===== src/hdl/nested_exception_time_profiler_macros.svh =====
// Assertion macros for the exception time profiler
`ifndef NESTED_EXCEPTION_TIME_PROFILER_MACROS_SVH
`define NESTED_EXCEPTION_TIME_PROFILER_MACROS_SVH
`ifndef SYNTHESIS
`define NETP_ASSERT_IMPL(label, clk, rst_n, ante, cons) \
    label: assert property (@(posedge clk) disable iff (!rst_n) (ante) |-> (cons)) \
        else $error("assertion failed");
`define NETP_ASSERT_NEXT(label, clk, rst_n, ante, cons) \
    label: assert property (@(posedge clk) disable iff (!rst_n) (ante) |=> (cons)) \
        else $error("assertion failed");
`else
`define NETP_ASSERT_IMPL(label, clk, rst_n, ante, cons)
`define NETP_ASSERT_NEXT(label, clk, rst_n, ante, cons)
`endif
`endif


===== src/hdl/netp_pkg.sv =====
`timescale 1ns / 1ps
package netp_pkg;
    localparam int unsigned NumExceptionsDef = 512;
    localparam int unsigned TimeBitsDef = 48;
    localparam int unsigned StatBits = 48;
    localparam int unsigned DepthBits = 10;
    localparam int unsigned ExcBits = 10;
    localparam logic [9:0] NoneExc = 10'd512;
    localparam logic [9:0] DepthMax = 10'd1023;
    localparam logic [31:0] VisitMax = 32'hFFFF_FFFF;

    typedef enum logic [2:0] {
        ACT_TICK = 3'd0, ACT_ENTER = 3'd1, ACT_EXIT = 3'd2,
        ACT_RESUME = 3'd3, ACT_READ = 3'd4, ACT_OVF = 3'd5
    } t_action;

    typedef enum logic [3:0] {
        S_IDLE, S_DECIDE, S_RD_CUR, S_ENTER, S_ENTER_NEW, S_POP_RD, S_POP_WR,
        S_PREV_RD, S_PREV_WR, S_READ_RD, S_READ_WR, S_OUT
    } t_state;

    // controller to datapath
    typedef struct packed {
        logic       load;      // capture request
        logic       tick;
        logic       rd_exc;    // address memories with request exception
        logic       rd_cur;    // address memories with current exception
        logic       wr_enter_cur;
        logic       wr_enter_new;
        logic       wr_pop;
        logic       wr_prev;
        logic       wr_clear;
        logic       dec_depth;
        logic       zero_depth;
        logic       set_read;
        logic       out_load;
    } t_cmd;

    // datapath to controller
    typedef struct packed {
        t_action    action;
        logic       exc_valid;
        logic       live;
        logic       cur_none;
        logic       cur_is_exc;
        logic       depth_zero;
        logic       prev_valid;
        logic       cur_valid;
    } t_stat;
endpackage


===== src/hdl/netp_ctrl.sv =====
`timescale 1ns / 1ps
module netp_ctrl
    import netp_pkg::*;
(
    input  logic  i_clk,
    input  logic  i_rst_n,
    input  logic  i_in_valid,
    output logic  o_in_stall,
    output logic  o_out_valid,
    input  logic  i_out_stall,
    input  logic  i_clr_busy,
    input  t_stat i_stat,
    output t_cmd  o_cmd
);
    t_state r_state, n_state;
    logic   r_out_valid, n_out_valid;

    always_ff @(posedge i_clk) begin
        if (!i_rst_n) begin
            r_state     <= S_IDLE;
            r_out_valid <= 1'b0;
        end else begin
            r_state     <= n_state;
            r_out_valid <= n_out_valid;
        end
    end

    always_comb begin
        n_state     = r_state;
        n_out_valid = r_out_valid && i_out_stall;
        o_cmd       = '0;
        o_in_stall  = 1'b1;
        unique case (r_state)
            S_IDLE: begin
                o_in_stall = i_clr_busy;
                if (i_in_valid && !i_clr_busy) begin
                    o_cmd.load = 1'b1;
                    n_state    = S_DECIDE;
                end
            end
            S_DECIDE: begin
                unique case (i_stat.action)
                    ACT_TICK: begin
                        o_cmd.tick = 1'b1;
                        n_state    = S_OUT;
                    end
                    ACT_ENTER: begin
                        o_cmd.rd_exc = 1'b1;
                        n_state      = S_RD_CUR;
                    end
                    ACT_EXIT: begin
                        o_cmd.rd_cur = 1'b1;
                        n_state = i_stat.cur_none ? S_OUT : S_POP_RD;
                    end
                    ACT_RESUME: begin
                        o_cmd.rd_cur = 1'b1;
                        if (i_stat.cur_is_exc || i_stat.depth_zero) begin
                            n_state = S_OUT;
                        end else if (i_stat.cur_none) begin
                            o_cmd.dec_depth = 1'b1;
                            n_state = S_DECIDE;
                        end else begin
                            n_state = S_POP_RD;
                        end
                    end
                    ACT_READ: begin
                        o_cmd.rd_exc = 1'b1;
                        n_state = i_stat.exc_valid ? S_READ_RD : S_OUT;
                    end
                    ACT_OVF: begin
                        o_cmd.zero_depth = 1'b1;
                        n_state = S_OUT;
                    end
                    default: n_state = S_OUT;
                endcase
            end
            S_RD_CUR: begin
                // stamp of the new exception is now read; fetch the current one
                o_cmd.rd_cur = 1'b1;
                n_state = (!i_stat.exc_valid || i_stat.live) ? S_OUT : S_ENTER;
            end
            S_ENTER: begin
                // charge the running handler first, then open the new record
                o_cmd.wr_enter_cur = i_stat.cur_valid;
                n_state = S_ENTER_NEW;
            end
            S_ENTER_NEW: begin
                o_cmd.wr_enter_new = 1'b1;
                n_state = S_OUT;
            end
            S_POP_RD: begin
                o_cmd.rd_cur = 1'b1;
                n_state = S_POP_WR;
            end
            S_POP_WR: begin
                o_cmd.wr_pop = 1'b1;
                n_state = i_stat.prev_valid ? S_PREV_RD : S_PREV_WR;
            end
            S_PREV_RD: begin
                // current now names the outer handler
                o_cmd.rd_cur = 1'b1;
                n_state = S_PREV_WR;
            end
            S_PREV_WR: begin
                o_cmd.wr_prev = 1'b1;
                n_state = (i_stat.action == ACT_RESUME) ? S_DECIDE : S_OUT;
            end
            S_READ_RD: begin
                o_cmd.rd_exc = 1'b1;
                n_state = S_READ_WR;
            end
            S_READ_WR: begin
                o_cmd.wr_clear = 1'b1;
                o_cmd.set_read = 1'b1;
                n_state = S_OUT;
            end
            S_OUT: begin
                if (!r_out_valid || !i_out_stall) begin
                    o_cmd.out_load = 1'b1;
                    n_out_valid = 1'b1;
                    n_state = S_IDLE;
                end
            end
            default: n_state = S_IDLE;
        endcase
    end

    assign o_out_valid = r_out_valid;

    `include "nested_exception_time_profiler_macros.svh"
    `NETP_ASSERT_IMPL(a_load_idle, i_clk, i_rst_n, o_cmd.load, r_state == S_IDLE)
    `NETP_ASSERT_NEXT(a_out_after_load, i_clk, i_rst_n, o_cmd.out_load, o_out_valid)
    `NETP_ASSERT_IMPL(a_no_clear_accept, i_clk, i_rst_n, i_clr_busy, o_in_stall)
endmodule


===== config.mk =====
export PLATFORM = sky130hd
export DESIGN_NAME = netp_ctrl
export DESIGN_NICKNAME = d
export VERILOG_FILES = /design/src/hdl/netp_pkg.sv /design/src/hdl/netp_ctrl.sv
export VERILOG_INCLUDE_DIRS = /design/src /design/src/hdl
export SDC_FILE = /design/constraint.sdc
export NUM_CORES = 1
export LEC_CHECK = 0
export ABC_AREA = 1
export BUFFER_PORTS_ARGS = -buffer_cell sky130_fd_sc_hd__buf_2
export CORE_MARGIN = 1.5
export CORE_UTILIZATION = 25
export DETAILED_ROUTE_END_ITERATION = 12
export SYNTH_ARGS = -nofsm -noshare
export SYNTH_HDL_FRONTEND = slang
export SYNTH_SLANG_ARGS = --single-unit

===== constraint.sdc =====
create_clock -name i_clk -period 1.45 [get_ports i_clk]
set_input_delay 0.3625 -clock i_clk [delete_from_list [all_inputs] [get_ports i_clk]]
set_output_delay 0.3625 -clock i_clk [all_outputs]
set_load 0.1 [all_outputs]

=== Word level (Yosys, flattened, before mapping) ===
Index checks and enable logic that the tools add are counted.
Widths: inputs -> output; s select.

* Register bits: 5
* Input bits: 15
* Output and inout bits: 15
* Word-level logic and storage cells: 70

* Equality and inequality tests: 18
* Muxes and demuxes: 34
* Reductions and logical operators: 16

{| class="wikitable"
|+ Operators with widths
! operator !! count
|-
| $pmux 4 s11 || 1
|-
| $mux 4 || 7
|-
| $mux 1 || 20
|-
| $eq 4x3->1 const B || 4
|-
| $eq 4x4->1 const B || 4
|-
| $pmux 4 s4 || 1
|-
| $eq 4x2->1 const B || 2
|-
| $eq 3x2->1 const B || 2
|-
| $eq 3x3->1 const B || 2
|-
| $reduce_or 2->1 || 3
|-
| $eq 4x1->1 const B || 1
|-
| $logic_not 1->1 || 4
|-
| $logic_not 4->1 || 1
|-
| $mux 2 || 2
|-
| $ne 2x2->1 const B || 2
|-
| $pmux 1 s2 || 2
|-
| $eq 3x1->1 const B || 1
|-
| $logic_not 3->1 || 1
|-
| $logic_or 1x1->1 || 3
|-
| $mux 3 || 1
|-
| $reduce_or 3->1 || 1
|-
| $logic_and 1x1->1 || 2
|-
| $reduce_and 2->1 || 1
|}

=== Logic depth before layout (Yosys ltp) ===
* Depth after elaboration: 4
* Mapped depth: 9
* Gate-level depth less buffers: 9

=== Worst setup path after synthesis ===
No wires, ideal clock.

* Path type: input port to output port
* Start point: in i_stat[2] (netlist name)
* End point: out o_cmd[3] (netlist name)
* Arrival time: 3.581 ns
* Required time: 1.087 ns
* Path slack: -2.493 ns
* Stages: 2
* Buffers on the path: 0
* Cells stage by stage: or2_2 -> nor4_1

{| class="wikitable"
|+ RTL lines
! element !! RTL line !! source
|-
| start: declaration || netp_ctrl.sv:12 || <nowiki>input t_stat i_stat,</nowiki>
|-
| end: declaration || netp_ctrl.sv:13 || <nowiki>output t_cmd o_cmd</nowiki>
|}

==> out/metrics.csv <==
metric,value,unit
io_pins,30,
synth_edf_count,0,
seq_power_share,10.8,%
critPathLaunchType,flop,
rr_startpoint,r_state[2],
final_antenna_net_count,0,
synth_area,553,um2
violations,negative setup slack,
max_cap_violations,0,
tightest_slew,0.487,ns
fin_hold_ws,0.321,ns
yosys.area.top_type,nand2_1,
setup_tns,-2.77,ns
fin_worst_skew,0.00411,ns
power_switching,1.32,mW
combPwrFrac,82.7,%
relSlewSlack,67.8,%
synth_fp_nets,125,
p_int,1.15,mW
die_w,50.0,um
finalHoldViolCount,0,
drc,0,
yosys.area_share.simple,57.9,%
grt-ovfl-total,0,
fillers,170,
num_vias,868,
post_drt_via_cell_ratio,4.41,
drtIter0Drc,12,
syn_inst,110,
met3_length,63,um
rsz0062_at_grt,true,
clk_pin_slew,0.04,ns
yosys_warnings,0,
clock_sinks,5,
switching_share,53.4,%
yosys-top-cells-count,"nand2_1 (28), nor2_1 (25), inv_1 (16), nand3_1 (11), a21oi_1 (6)",
synth_area_per_cell,5.03,um2
synth_area_leaders,"nand2_1 (19%), dfxtp_1 (18%), nor2_1 (17%)",
placementRows,16,
crit_path_max_fanout,7,
cts_hold_buf,0,
core,2020,um2
routabilityCongestion,0.889,
clk_latency,0.24,ns
nets,186,
synth.yosys.seq_area_share,18.1,%
yosysUniqueCellTypes,18,
antenna_found_initial,0,
fmax,574,MHz
tritoncts,done,
leakage,0.723,nW
synthXorXnorAreaFrac,0,%
floorplan.initialDensity,27.4,%
clockBufferDepth,2,
cts-root-buf,clkbuf_4,
synthMuxAreaShare,0,%
die_h,50.0,um
drive_above_1_share,62.9,%
synthArstFlopShare,0,%
synthToLayoutAreaGrowth,169,%
diodes,0,
vdd_ir_drop_max,0.000950,V
worst_slack,-0.291,ns
min_from,i_rst_n,
synth_compound_area_share,9.73,%
dp_hpwl,1.77,mm
wl_per_cell,10.8,um
worstPathRequired,1.09,ns
grt_pass1_wl,3.57,mm
top_layer,met3,
hold_path.class,input pin to flop,
numPortBuffers,29,
cp-end-kind,output pin,
dieArea,2500,um2
cts_buffers,3,
grt.total_usage,18.4,%
met2_length,1.17,mm
synth_seq_cells,5,
synth_adder_area_share,0,%
grt_max_degree,8,
grt_pass1_vias,870,
finalMaxSlewViolations,0,
p_clk_share,6.4,%
dr.pass1.iters,4,
synthFlopType,dfxtp_1,
arrival,1.38,ns
min_period_over_period,120,%
drt-total-wl,2.13,mm
yosysTopAreaCellShare,19.0,%
status,"complete, but fails checks",
htree_num_levels,1,
worstSetupPathType,flop to output pin,
cellPowerDensity,1660,nW/um2
fin_crit,1.74,ns
synth.most_common_cell,nand2_1,
critPathLaunch,r_state[0],
setup_viol,14,
met1Wirelength,900,um
synth_top_family_by_area,simple AND/OR/NAND/NOR gates,
==> final cells by class <==
type / instances / area [um2] / share of cell area [%]
clock buffer: 4 / 26.3 / 1.77
inverter: 19 / 93.8 / 6.31
multi-input combinational: 85 / 606 / 40.7
sequential: 5 / 119 / 7.99
tap: 27 / 33.8 / 2.27
timing repair buffer: 57 / 609 / 41.0
==> worst max-delay path, cell delays in order, from the launching register on <==
cell,delay (ns)
dfxtp_4,0.37
inv_4,0.04
nor2_4,0.11
nand2_4,0.12
nor4_4,0.28
buf_12,0.21
==> kinds of logic (layout without fill, tap and decap cells) <==
family,count (synthesis),after routing
DFF,5,5
AOI/OAI and AO/OA,10,10
buffers and inverters,20,80
and+or+nand+nor,75,75
==> placed cells by master, fill, tap and decap left out <==
cell type  instances
buf_4             21
nand2_1           18
buf_12            16
buf_2             15
nor2_1            14
inv_1             13
nor2_4            11
nand3_1           10
nand2_4            6
a21oi_1            5
dfxtp_4            5
buf_6              5
inv_4              4
nand2_2            4
nor2_2             3
clkbuf_4           3
or2_4              2
nor4_4             2
o21ai_1            2
clkinv_8           1
nand2_8            1
nor3_4             1
o221ai_2           1
a21oi_2            1
o21ai_4            1
inv_2              1
nor3_2             1
and2_4             1
nand3_2            1
clkbuf_1           1
==> power groups by stage <==
stage	sequential (mW)	clock, mW	combinational, mW
after floorplan	0.267	0	1.14
after global placement	0.248	0	1.74
after detailed placement	0.249	0	1.78
after CTS	0.256	0.166	1.93
after global routing	0.272	0.176	2.15
final	0.267	0.158	2.04
==> stage by stage <==
stage | area, um2 | total power [mW] | utilization (%) | instances | setup WS, ns
floorplan | 772 | 1.41 | - | 110 | -0.617
global placement | 1320 | 1.99 | 65.1 | 187 | -0.154
detailed placement | 1320 | 2.03 | 65.1 | 187 | -0.169
CTS | 1430 | 2.36 | 70.6 | 196 | -0.296
global route | 1490 | 2.60 | 73.6 | 197 | -0.382
finish | 1490 | 2.46 | 73.6 | 197 | -0.291
==> sequential cells by signal, indices dropped and copies added (netlist names) <==
signal / flops
r_state: 4
o_out_valid: 1
==> layer usage <==
layer,up-vias,GRT usage [%]
met5,-,0
met1,386,20.8
met3,0,5.15
met2,20,34.4
li1,462,-
met4,0,2.31
==> path summary, 6_finish.rpt <==
kind	to	slack [ns]	cells after the start
max	o_cmd[11]	-0.29	5
min	r_state[1]	0.32	3
max reg2reg	r_state[1]	0.05	12
min reg2reg	o_out_valid	0.51	2
==> timing repair <==
item | CTS | global route
buffers inserted | 5 | 2
pin swaps | 8 | 11
resized for setup | 14 | 14
setup endpoints to repair | 14 | 16
Power figures use the tool's default switching activity.
